File: src/dsq_pkg.sv
// ----------------------------------------------------------------------------
// dsq_pkg: shared types and codes of the delta sleep queue
// Word layouts of both channels, command and link structs between the top
// level and the cells, and the operation and result codes.
// ----------------------------------------------------------------------------
package dsq_pkg;

  // Default number of list positions.
  localparam int unsigned DepthDef = 16;

  localparam int unsigned TidW   = 8;
  localparam int unsigned TicksW = 16;

  // Operation codes of an input word.
  localparam logic [1:0] FuncInsert  = 2'd0;
  localparam logic [1:0] FuncTick    = 2'd1;
  localparam logic [1:0] FuncUnblock = 2'd2;

  // Result kinds.
  localparam logic [1:0] KindReleased = 2'd0;
  localparam logic [1:0] KindAccepted = 2'd1;
  localparam logic [1:0] KindRefused  = 2'd2;

  typedef struct packed {
    logic [1:0]        func;
    logic [TidW-1:0]   thread_id;
    logic [TicksW-1:0] sleep_ticks;
  } in_word_t;

  typedef struct packed {
    logic [1:0]      kind;
    logic [TidW-1:0] thread_id_res;
    logic            last;
  } out_word_t;

  // What one cell shows its neighbors.
  typedef struct packed {
    logic [TidW-1:0]   thr;  // Thread id held.
    logic [TicksW-1:0] dlt;  // Delta held.
    logic              blk;  // Blocked mark held.
    logic              tok;  // The search token sits here.
    logic [TicksW-1:0] rem;  // Remaining sleep carried by the token.
    logic              fwd;  // The token moves on to the right.
    logic [TicksW-1:0] rnx;  // Remaining sleep handed to the right.
  } link_t;

  // Commands broadcast from the sequencer to every cell.
  typedef struct packed {
    logic            start;     // A search begins at the head.
    logic            ins_mode;  // The search is for an insert.
    logic            ins_go;    // The insert position is found this cycle.
    logic            pop;       // Every entry moves one place to the left.
    logic [TidW-1:0] tid;       // Thread id of the current word.
  } cmd_t;

endpackage

File: src/dsq_cell.sv
// ----------------------------------------------------------------------------
// dsq_cell: one position of the delta list
// Holds one entry and a search token, and trades entries with its neighbors
// on inserts and pops.
// ----------------------------------------------------------------------------
module dsq_cell (
  input  logic           clk_i,
  input  logic           rst_ni,
  input  logic           occ_i,
  input  logic           head_dec_i,
  input  dsq_pkg::cmd_t  cmd_i,
  input  dsq_pkg::link_t left_i,
  input  dsq_pkg::link_t right_i,
  output dsq_pkg::link_t link_o
);

  logic [dsq_pkg::TidW-1:0]   thr_q, thr_d;
  logic [dsq_pkg::TicksW-1:0] dlt_q, dlt_d;
  logic                       blk_q, blk_d;
  logic [dsq_pkg::TicksW-1:0] rem_q, rem_d;
  logic                       tok_q, tok_d;
  logic                       ahead_q, ahead_d;
  logic                       less, match, fwd, hit;

  assign less  = dlt_q < rem_q;
  assign match = thr_q == cmd_i.tid;
  assign fwd   = tok_q & occ_i & (cmd_i.ins_mode ? less : ~match);
  assign hit   = tok_q & occ_i & ~cmd_i.ins_mode & match;

  assign link_o = '{thr: thr_q, dlt: dlt_q, blk: blk_q, tok: tok_q, rem: rem_q,
                    fwd: fwd, rnx: rem_q - dlt_q};

  always_comb begin
    tok_d   = left_i.fwd;
    rem_d   = left_i.rnx;
    ahead_d = cmd_i.start ? 1'b1 : (ahead_q & ~fwd);
    thr_d   = thr_q;
    dlt_d   = dlt_q;
    blk_d   = blk_q;
    if (cmd_i.pop) begin
      thr_d = right_i.thr;
      dlt_d = right_i.dlt;
      blk_d = right_i.blk;
    end else if (cmd_i.ins_go) begin
      if (tok_q) begin
        thr_d = cmd_i.tid;
        dlt_d = rem_q;
        blk_d = 1'b1;
      end else if (ahead_q) begin
        // The entry that was at the insert point gets its delta lowered.
        thr_d = left_i.thr;
        blk_d = left_i.blk;
        dlt_d = left_i.tok ? (left_i.dlt - left_i.rem) : left_i.dlt;
      end
    end else if (hit) begin
      blk_d = 1'b0;
    end else if (head_dec_i) begin
      dlt_d = dlt_q - {{(dsq_pkg::TicksW-1){1'b0}}, (dlt_q != '0)};
    end
  end

  always_ff @(posedge clk_i or negedge rst_ni) begin
    if (!rst_ni) begin
      tok_q   <= 1'b0;
      ahead_q <= 1'b0;
    end else begin
      tok_q   <= tok_d;
      ahead_q <= ahead_d;
    end
  end

  always_ff @(posedge clk_i) begin
    thr_q <= thr_d;
    dlt_q <= dlt_d;
    blk_q <= blk_d;
    rem_q <= rem_d;
  end

endmodule

File: src/delta_sleep_queue.sv
// ----------------------------------------------------------------------------
// delta_sleep_queue: timer queue of sleeping threads kept as a delta list
// A row of cells holds the list; a small sequencer drives searches, inserts,
// ticks and pops, and a one-word output register feeds the result channel.
// ----------------------------------------------------------------------------
// The block takes one input word at a time and holds in_stall_o high until
// that word is finished. An insert into a list that is not full walks a
// token from the head one cell per cycle past every entry whose delta is
// smaller than what is left of the sleep, then hands its single result to
// the output register once that is free; an insert into a full list skips
// the walk and is refused. An unblock walks the same way up to the matching
// entry, or over the whole fill level when there is none; it returns no word.
// A tick decrements the head delta, then pops every head entry at zero in
// turn, waiting while the output side stalls. Results of one input leave in
// order, the final one marked by last; a tick on an empty queue, an unblock
// and an unused function code return nothing.
// ----------------------------------------------------------------------------
module delta_sleep_queue #(
  parameter int unsigned Depth = dsq_pkg::DepthDef
) (
  input  logic                clk_i,
  input  logic                rst_ni,
  input  logic                in_valid_i,
  output logic                in_stall_o,
  input  dsq_pkg::in_word_t   in_i,
  output logic                out_valid_o,
  input  logic                out_stall_i,
  output dsq_pkg::out_word_t  out_o
);

  localparam int unsigned CntW = $clog2(Depth + 1);

  // Sequencer states.
  localparam logic [1:0] SIdle = 2'd0;
  localparam logic [1:0] SWalk = 2'd1;
  localparam logic [1:0] SResp = 2'd2;
  localparam logic [1:0] SPop  = 2'd3;

  logic [1:0]                 state_q, state_d;
  logic [CntW-1:0]            cnt_q, cnt_d;
  logic                       ins_mode_q, ins_mode_d;
  logic [dsq_pkg::TidW-1:0]   tid_q, tid_d;
  logic [1:0]                 kind_q, kind_d;
  logic                       pend_v_q, pend_v_d;
  logic [dsq_pkg::TidW-1:0]   pend_id_q, pend_id_d;
  logic                       out_valid_q, out_valid_d;
  dsq_pkg::out_word_t         out_q, out_d;

  dsq_pkg::cmd_t              cmd;
  dsq_pkg::link_t             head_lnk, tail_lnk;
  dsq_pkg::link_t             lnk [Depth];
  logic [Depth-1:0]           occ, tok_vec, stop_vec;
  logic                       accept, out_free, head_dec, stop_any, any_tok;
  logic                       head_exp;

  assign accept   = in_valid_i & ~in_stall_o;
  assign out_free = ~out_valid_q | ~out_stall_i;
  assign head_exp = (cnt_q != '0) && (lnk[0].dlt == '0);
  assign stop_any = |stop_vec;
  assign any_tok  = |tok_vec;

  // The head link starts a search at cell zero with the full sleep time.
  always_comb begin
    head_lnk     = '0;
    head_lnk.fwd = cmd.start;
    head_lnk.rnx = in_i.sleep_ticks;
  end
  assign tail_lnk = '0;

  // The row of cells. A cell is occupied when its position is below the fill
  // count, so unwritten positions never feed a result.
  for (genvar i = 0; i < Depth; i++) begin : g_cell
    dsq_pkg::link_t left_l, right_l;

    assign occ[i]      = cnt_q > CntW'(i);
    assign tok_vec[i]  = lnk[i].tok;
    assign stop_vec[i] = lnk[i].tok & ~lnk[i].fwd;

    if (i == 0) begin : g_first
      assign left_l = head_lnk;
    end else begin : g_mid
      assign left_l = lnk[i-1];
    end
    if (i == Depth - 1) begin : g_last
      assign right_l = tail_lnk;
    end else begin : g_inner
      assign right_l = lnk[i+1];
    end

    dsq_cell u_cell (
      .clk_i      (clk_i),
      .rst_ni     (rst_ni),
      .occ_i      (occ[i]),
      .head_dec_i ((i == 0) ? head_dec : 1'b0),
      .cmd_i      (cmd),
      .left_i     (left_l),
      .right_i    (right_l),
      .link_o     (lnk[i])
    );
  end

  // Sequencer. A tick that releases threads holds back the newest release until
  // the next one or the end of the pops, so that the final one can carry last.
  always_comb begin
    state_d     = state_q;
    cnt_d       = cnt_q;
    ins_mode_d  = ins_mode_q;
    tid_d       = tid_q;
    kind_d      = kind_q;
    pend_v_d    = pend_v_q;
    pend_id_d   = pend_id_q;
    out_valid_d = out_valid_q & out_stall_i;
    out_d       = out_q;
    head_dec    = 1'b0;
    cmd         = '0;
    cmd.ins_mode = ins_mode_q;
    cmd.tid      = tid_q;

    case (state_q)
      SIdle: begin
        if (accept) begin
          tid_d = in_i.thread_id;
          case (in_i.func)
            dsq_pkg::FuncInsert: begin
              ins_mode_d = 1'b1;
              if (cnt_q == CntW'(Depth)) begin
                kind_d  = dsq_pkg::KindRefused;
                state_d = SResp;
              end else begin
                cmd.start = 1'b1;
                state_d   = SWalk;
              end
            end
            dsq_pkg::FuncTick: begin
              if (cnt_q != '0) begin
                head_dec = 1'b1;
                state_d  = SPop;
              end
            end
            dsq_pkg::FuncUnblock: begin
              ins_mode_d = 1'b0;
              cmd.start  = 1'b1;
              state_d    = SWalk;
            end
            default: ;
          endcase
        end
      end
      SWalk: begin
        if (stop_any && ins_mode_q) begin
          cmd.ins_go = 1'b1;
          cnt_d      = cnt_q + CntW'(1);
          kind_d     = dsq_pkg::KindAccepted;
          state_d    = SResp;
        end else if (stop_any || !any_tok) begin
          state_d = SIdle;
        end
      end
      SResp: begin
        if (out_free) begin
          out_valid_d = 1'b1;
          out_d       = '{kind: kind_q, thread_id_res: tid_q, last: 1'b1};
          state_d     = SIdle;
        end
      end
      SPop: begin
        if (head_exp) begin
          if (!lnk[0].blk) begin
            cmd.pop = 1'b1;
            cnt_d   = cnt_q - CntW'(1);
          end else if (!pend_v_q || out_free) begin
            if (pend_v_q) begin
              out_valid_d = 1'b1;
              out_d = '{kind: dsq_pkg::KindReleased, thread_id_res: pend_id_q,
                        last: 1'b0};
            end
            pend_v_d  = 1'b1;
            pend_id_d = lnk[0].thr;
            cmd.pop   = 1'b1;
            cnt_d     = cnt_q - CntW'(1);
          end
        end else if (!pend_v_q) begin
          state_d = SIdle;
        end else if (out_free) begin
          out_valid_d = 1'b1;
          out_d = '{kind: dsq_pkg::KindReleased, thread_id_res: pend_id_q,
                    last: 1'b1};
          pend_v_d = 1'b0;
          state_d  = SIdle;
        end
      end
      default: state_d = SIdle;
    endcase
  end

  always_ff @(posedge clk_i or negedge rst_ni) begin
    if (!rst_ni) begin
      state_q     <= SIdle;
      cnt_q       <= '0;
      pend_v_q    <= 1'b0;
      out_valid_q <= 1'b0;
      ins_mode_q  <= 1'b0;
    end else begin
      state_q     <= state_d;
      cnt_q       <= cnt_d;
      pend_v_q    <= pend_v_d;
      out_valid_q <= out_valid_d;
      ins_mode_q  <= ins_mode_d;
    end
  end

  always_ff @(posedge clk_i) begin
    tid_q     <= tid_d;
    kind_q    <= kind_d;
    pend_id_q <= pend_id_d;
    out_q     <= out_d;
  end

  assign in_stall_o  = state_q != SIdle;
  assign out_valid_o = out_valid_q;
  assign out_o       = out_q;

  // The fill count never passes the number of cells.
  a_cnt_bound: assert property (@(posedge clk_i) disable iff (!rst_ni)
    cnt_q <= CntW'(Depth))
    else $error("fill count exceeds depth");

  // At most one cell holds the search token.
  a_one_token: assert property (@(posedge clk_i) disable iff (!rst_ni)
    $onehot0(tok_vec))
    else $error("more than one search token");

  // An insert that finds its place grows the list by exactly one entry.
  a_ins_grow: assert property (@(posedge clk_i) disable iff (!rst_ni)
    cmd.ins_go |=> cnt_q == $past(cnt_q) + CntW'(1))
    else $error("insert did not grow the list");

  // A held-back release exists only while a tick is popping.
  a_pend_pop: assert property (@(posedge clk_i) disable iff (!rst_ni)
    pend_v_q |-> state_q == SPop)
    else $error("pending release outside of pop");

endmodule

File: config.mk
export PLATFORM = sky130hd
export DESIGN_NAME = delta_sleep_queue
export DESIGN_NICKNAME = d
export VERILOG_FILES = /design/src/dsq_pkg.sv /design/src/dsq_cell.sv /design/src/delta_sleep_queue.sv
export SDC_FILE = /design/constraint.sdc
export NUM_CORES = 2
export LEC_CHECK = 0
export BUFFER_PORTS_ARGS = -buffer_cell sky130_fd_sc_hd__buf_2
export CORE_UTILIZATION = 31
export CTS_CLUSTER_SIZE = 16
export DETAILED_ROUTE_END_ITERATION = 7
export GPL_ROUTABILITY_DRIVEN = 0
export MAX_ROUTING_LAYER = met4
export PLACE_DENSITY = 0.51
export SLEW_MARGIN = 15
export SYNTH_ARGS = -nofsm -noshare
export SYNTH_HDL_FRONTEND = slang
export SYNTH_SLANG_ARGS = --single-unit
export TNS_END_PERCENT = 20
File: constraint.sdc
create_clock -name clk_i -period 5.65 [get_ports clk_i]
set_clock_uncertainty 0.15 [all_clocks]
set_input_delay 0.565 -clock clk_i [delete_from_list [all_inputs] [get_ports clk_i]]
set_output_delay 0.565 -clock clk_i [all_outputs]
set_load 0.02 [all_outputs]
# Yosys cells after proc, flatten, opt, wreduce, memory -nomap -nowiden
# Index checks and enable logic that the tools add are counted.
# word_totals
ff_bits	727
output_inout_bits	13
elab_cells	764
# op_classes
add_sub_neg	33
n_lt_le_gt_ge	32
n_eq_ne	57
mux	307
bitwise_logic	135
reduce_logical	93
# ops
operator	count
two-way mux 16 bit	79
two-way mux 8 bit	62
subtractor 16 bit	30
less-than comparator 16 bit	16
two-way mux 1 bit	135
== test 8 bit	16
bitwise AND 1 bit	98
nonzero test 3 bit	31
two-way mux 11 bit	7
AND reduction 2 bit	33
!= test 4 x 2 -> 1 bit, second input constant	15
greater-than comparator 5 x 4 -> 1 bit, second input constant	8
NOT 1 bit	36
OR reduction 16 bit	2
two-way mux 2 bit	12
case mux 11 bit (2 select lines)	1
!= test 3 bit, second input constant	7
greater-than comparator 5 x 3 -> 1 bit, second input constant	4
two-way mux 5 bit	4
logical NOT 16 bit	1
nonzero test 16 bit	1
nonzero test 2 bit	8
subtractor 16 x 1 -> 16 bit	1
!= test 2 bit, second input constant	6
27 further kinds	44

# Logic depth before layout (Yosys ltp)
# depth
ltp_word	12
ltp_mapped	18

# By module
# From an unflattened synthesis, not the netlist that was laid out.
# hier_totals
cells_unflattened	8054
hier_area_um2	66301.1
# by_module_without_submodules
module	n_inst	cells_per_inst	area_per_inst_um2	seq_area_each_um2
dsq_cell at g_cell[0].u_cell ...	6	482	3956.3	1121.1
dsq_cell at g_cell[1].u_cell ...	5	493	4070.2	1121.1
dsq_cell at g_cell[7].u_cell ...	2	507	4067.7	1121.1
dsq_cell at g_cell[9].u_cell	1	505	4115.2	1121.1
dsq_cell at g_cell[6].u_cell	1	481	3928.8	1121.1
dsq_cell at g_cell[10].u_cell	1	480	3890.0	1121.1
delta_sleep_queue	1	217	2143.3	1121.1

# Worst setup path before layout
# Ideal clock, no wire load.
# synth_path
path_kind	register to register
start	reg g_cell[8].u_cell.dlt_q[0] (netlist name)
end	reg g_cell[6].u_cell.dlt_q[0] (netlist name), enable pin
setup_ps	438
t_arrival_ps	4522
t_required_ps	5062
path_slack_ps	539
path_stages_with_launch	16
period_less_slack_ps	5111
cell_sequence	edfxtp_1 -> inv_1 -> ha_1 -> fa_1 -> nor2b_1 -> nor3_1 -> o21a_1 -> o31a_1 -> o211a_1 -> nand2b_1 -> o2111ai_1 -> a211o_1 -> o31ai_4 -> buf_2 -> clkbuf_1 -> o21ai_0
# synth_lines
element	line	source
start, declared	dsq_cell.sv:18	logic [dsq_pkg::TicksW-1:0] dlt_q, dlt_d;
start signal, assigned	dsq_cell.sv:74	dlt_q <= dlt_d;
end signal, assigned	dsq_cell.sv:74	
end, declared	dsq_cell.sv:18	

# Worst setup path after layout
# layout_path
start	reg g_cell[1].u_cell.dlt_q[0] (netlist name)
end	reg g_cell[10].u_cell.dlt_q[7] (netlist name), enable pin
# layout_via
elab_chain_len	11
# layout_lines
element	line	source
start, declared	dsq_cell.sv:18	
start signal, assigned	dsq_cell.sv:74	
less-than comparator 16 bit	dsq_cell.sv:25	assign less = dlt_q < rem_q;
two-way mux 1 bit	dsq_cell.sv:27	assign fwd = tok_q & occ_i & (cmd_i.ins_mode ? less : ~match);
bitwise AND 1 bit	dsq_cell.sv:27	
NOT 1 bit	delta_sleep_queue.sv:77	assign stop_vec[i] = lnk[i].tok & ~lnk[i].fwd;
bitwise AND 1 bit	delta_sleep_queue.sv:77	
OR reduction 16 bit	delta_sleep_queue.sv:59	assign stop_any = |stop_vec;
logical AND 1 bit	delta_sleep_queue.sv:150	if (stop_any && ins_mode_q) begin
two-way mux 1 bit	delta_sleep_queue.sv:150	
two-way mux 1 bit	delta_sleep_queue.sv:119	case (state_q)
nonzero test 2 bit (no line)	--	
AND reduction 2 bit (no line)	--	
end signal, assigned	dsq_cell.sv:74	
end, declared	dsq_cell.sv:18	
# No other way between the ends.
# A chain may end at the register's enable or synchronous reset.

==> impl_metrics.csv <==
group,metric,value,unit
run_status,outcome,"completed",
global_routing,sum_of_overflow_across_all_layers_after_global_routing,0,
worst_setup_path,worst-endpoint-required,5.82,ns
worst_setup_path,crit-reg2reg-launch,"g_cell[1].u_cell.dlt_q[0]",
synth,synthDominantAreaCellType,"edfxtp_1",
synth,ys_warn_count,0,
cells_and_area,multi_input_comb_area,31800,sq um
worst_setup_path,timing.rr.end,"g_cell[10].u_cell.dlt_q[7]",
cts,ctsHtreeMaxLevel,3,
global_routing,via_count_of_the_first_global_routing_pass,43300,
sta,transition_time_at_the_pin_with_the_least_slew_margin,1.07,ns
cts,insertion_delay_of_the_later_clocked_pin_in_the_worst_skew_pair,0.71,ns
worst_setup_path,cp-end-kind,"flip-flop",
drt,drt.antenna.violating_nets,0,
die,placement_rows,153,
power_and_ir_drop,max-vdd-ir-drop,0.258,mV
power_and_ir_drop,fraction_of_power_consumed_by_combinational_cells,52.5,%
power_and_ir_drop,total_power_divided_by_cell_area,507,nW/um^2
placed_design,placement.io_buffers,42,
global_routing,grt_first_pass_wirelength,253000,microns
sta,fin_crit,5.00,ns
power_and_ir_drop,leakagePower,25.3,nW
sta,fmax,200,MHz
cells_and_area,final.fill_count,18200,
die,die_footprint,177000,sq um
synth,yosysMostFrequentCell,"o21ai_0",
worst_setup_path,crit_path_max_incr_delay,0.75,ns
sta,timing.slew.headroom,28.5,%
cells_and_area,areaGrowthSynthToFinish,10.2,%
die,initial_utilization,31.3,%
cts,cts_resized,0,
worst_setup_path,timing.critical_path.fanout_max,27,
drt,routed_wl,161000,microns
drt,drt_pass1_iterations,6,
synth,netlist_instances,6381,
worst_setup_path,setup.reg_to_reg.worst_slack,0.65,ns
placed_design,half_perimeter_wire_length_of_the_detailed_placement_result,121000,microns
flow_run,maxCapViolCount,0,
min_path,worstHoldEndpoint,"ins_mode_q",
die,design.core.area,174000,sq um
power_and_ir_drop,switching_portion_of_total_power,42.8,%
drt,drtIter0Drc,2659,
sta,grt_setup_unrepaired,"no",
synth,post_synth_instance_area,54500,sq um
die,chipHeight,421,microns
synth,synth_async_sr_flop_share,5.78,%
worst_setup_path,r2r_cells,14,
global_routing,gr-usage-all-layers,18.3,%
cts,clk_transition_reported_paths,0.06,ns
synth,yosys_cell_types,80,
sta,final-max-slew-violation-count,0,
sta,final-setup-viol-count,0,
cells_and_area,layout_cells_sized_above_1,5.25,%
die,io_pins,43,
drt,detail_route.vias_per_cell,5.05,
cts,ctsLongestPathBuffers,3,
cts,post-cts-setup-buffer-count,0,
cells_and_area,final_util,34.5,%
sta,min_period_over_period,88.4,%
global_routing,grt_start_max_net_pins,133,
cts,cts_tree,"yes",
min_path,hp-start,"in_i[25]",
sta,final.setup.tns,0,ns
cts,cts_root_buffer,"clkbuf_16",
worst_setup_path,crit_chain,"inv_1, ha_1, fa_1, nor2b_1, o21a_1, nor2_1, o21ai_0, a41oi_1, a2bb2oi_1, o2111ai_1, or4b_4, o31ai_4, buf_4, o21ai_4",
synth,dominantRegCellSynth,"edfxtp_1",
drt,drc_errors,0,
power_and_ir_drop,total_switching_power,13.0,mW
worst_setup_path,critPathBufInv,2,
cells_and_area,nets,6780,
sta,final_hold_viol_count,0,
worst_setup_path,crit_path_start_kind,"flip-flop",
synth,synth-edff-count,404,
power_and_ir_drop,clkPwrFrac,19.0,%
synth,synth.top_cell.area_share,22.3,%
placed_design,pre_cts_ws,0.749,ns
min_path,whs_path_depth,3,
die,floorplan.die.width,421,microns
synth,synth.ff_latch_count,727,
cts,cts-buffers-inserted,88,
power_and_ir_drop,part_of_the_total_power_dissipated_in_sequential_elements,28.5,%
min_path,min_path_type,"in -> reg",
global_routing,initial_antenna_violation_count,2,
worst_setup_path,setup.worst_path.class,"reg -> reg",
synth,ys_seq_area_share,34.5,%
synth,avgSynthCellArea,8.54,sq um
cells_and_area,sequential_cell_area,18800,sq um
worst_setup_path,cpMaxStageDelayCell,"a41oi_1",
synth,ys_top_cells_by_count,"o21ai_0, inv_1, nand2_1",
power_and_ir_drop,cellInternalPower,17.4,mW
worst_setup_path,cpLargestDelayFamily,"compound AO/OA/AOI/OAI gates",
worst_setup_path,crit_arrival,5.17,ns
sta,fin_ws,0.654,ns
synth,synth.area.top_cells,"edfxtp_1, ha_1, dfxtp_1",
drt,vias,43600,
cts,cts_num_sinks,727,
drt,avgRoutedWirePerCell,18.7,microns
synth,synth_fp_nets,6931,
## worst max-delay path by stage
stage	startpoint	to	cells past startpoint
after detailed placement	g_cell[10].u_cell.dlt_q[0]	g_cell[10].u_cell.dlt_q[2]	14
after CTS	g_cell[10].u_cell.dlt_q[0]	g_cell[10].u_cell.dlt_q[7]	14
after global placement	g_cell[10].u_cell.dlt_q[0]	g_cell[10].u_cell.dlt_q[1]	14
after floorplan	g_cell[8].u_cell.dlt_q[0]	g_cell[6].u_cell.dlt_q[0]	15
final	g_cell[1].u_cell.dlt_q[0]	g_cell[10].u_cell.dlt_q[7]	14
after global routing	g_cell[10].u_cell.dlt_q[0]	g_cell[10].u_cell.dlt_q[7]	14
## area by class of cell
cell class / instances / area share (%)
flip-flops and latches: 727 / 31.3
well taps: 2325 / 4.84
clock buffers: 130 / 4.32
inverters: 627 / 3.92
diodes: 1 / 0.00417
repair buffers: 151 / 2.09
multi-input cells: 4635 / 53.0
clock inverters: 34 / 0.487
## state kept, by name, indices dropped and copies added (netlist names), 8 cells and up
signal and cells:
g_cell.u_cell.dlt_q 256, g_cell.u_cell.rem_q 256, g_cell.u_cell.thr_q 128, g_cell.u_cell.ahead_q 16, g_cell.u_cell.blk_q 16, g_cell.u_cell.tok_q 16, out_o 11, pend_id_q 8
tid_q 8
## metrics by stage
| step | hold slack, ns | instance area, sq um | total power [mW] | cells |
|---|---|---|---|---|
| 2_1_floorplan | 0.119 | 54500 | 20.6 | 6381 |
| 6_report | 0.0886 | 60100 | 30.4 | 8630 |
| 3_3_place_gp | 0.308 | 56900 | 24.5 | 8439 |
| 3_5_place_dp | 0.323 | 56900 | 24.6 | 8439 |
| 5_1_grt | 0.0535 | 60100 | 32.9 | 8630 |
| 4_1_cts | 0.0274 | 60100 | 30.6 | 8629 |
## worst register-to-register path: stages, from the launching register on
cell	delay [ns]
edfxtp_1	0.42
inv_1	0.10
ha_1	0.19
fa_1	0.21
nor2b_1	0.06
o21a_1	0.17
nor2_1	0.17
o21ai_0	0.23
a41oi_1	0.75
a2bb2oi_1	0.32
o2111ai_1	0.21
or4b_4	0.55
o31ai_4	0.25
buf_4	0.45
o21ai_4	0.40
## metal layers
metal	vias to the layer above	track usage [%]	wire, microns
met4	0	3.53	2690
li1	21700	-	-
met2	702	31.1	78800
met3	161	1.79	5150
met5	-	-	0
met1	21000	23.5	74700
## logic make-up after synthesis
kind of cell / count (synthesis) / share of synthesized area [%]
xor+xnor: 488 / 7.84
simple gates: 1583 / 13.3
flops: 727 / 34.5
buf+inv: 1019 / 7.27
compound gates: 1766 / 19.6
mux: 278 / 5.13
fa+ha+maj: 520 / 12.4
## repair_timing
item	CTS	global route
hold endpoints to repair	67	0
setup endpoints to repair	0	0
hold buffers	26	0
## placed cells by master, fill, tap and decap left out, drive strengths merged, types with 21 or more instances in the layout
master / instances
o21ai: 677
inv: 626
nand2: 591
ha: 490
a21oi: 458
edfxtp: 404
nor2: 393
xnor2: 349
dfxtp: 281
mux2i: 267
a21o: 187
nand3: 148
xor2: 139
clkbuf: 130
buf: 125
nor2b: 111
nand2b: 93
nor3: 70
a211oi: 57
o21a: 42
dfrtp: 42
a21boi: 41
a31oi: 36
nand4: 33
and3: 30
fa: 30
a221o: 29
clkinv: 27
o21bai: 26
dlygate4sd3: 26
o211ai: 25
o22ai: 23
and2: 21
## power by group through the flow
stage               registers [mW]  logic [mW]  clock network, mW
CTS                           8.70        16.0               5.96
floorplan                     8.25        12.4                  0
global placement              8.76        15.7                  0
detailed placement            8.80        15.8                  0
global route                  8.88        17.9               6.14
finish                        8.68        16.0               5.79
(Power assumes the default switching activity.)
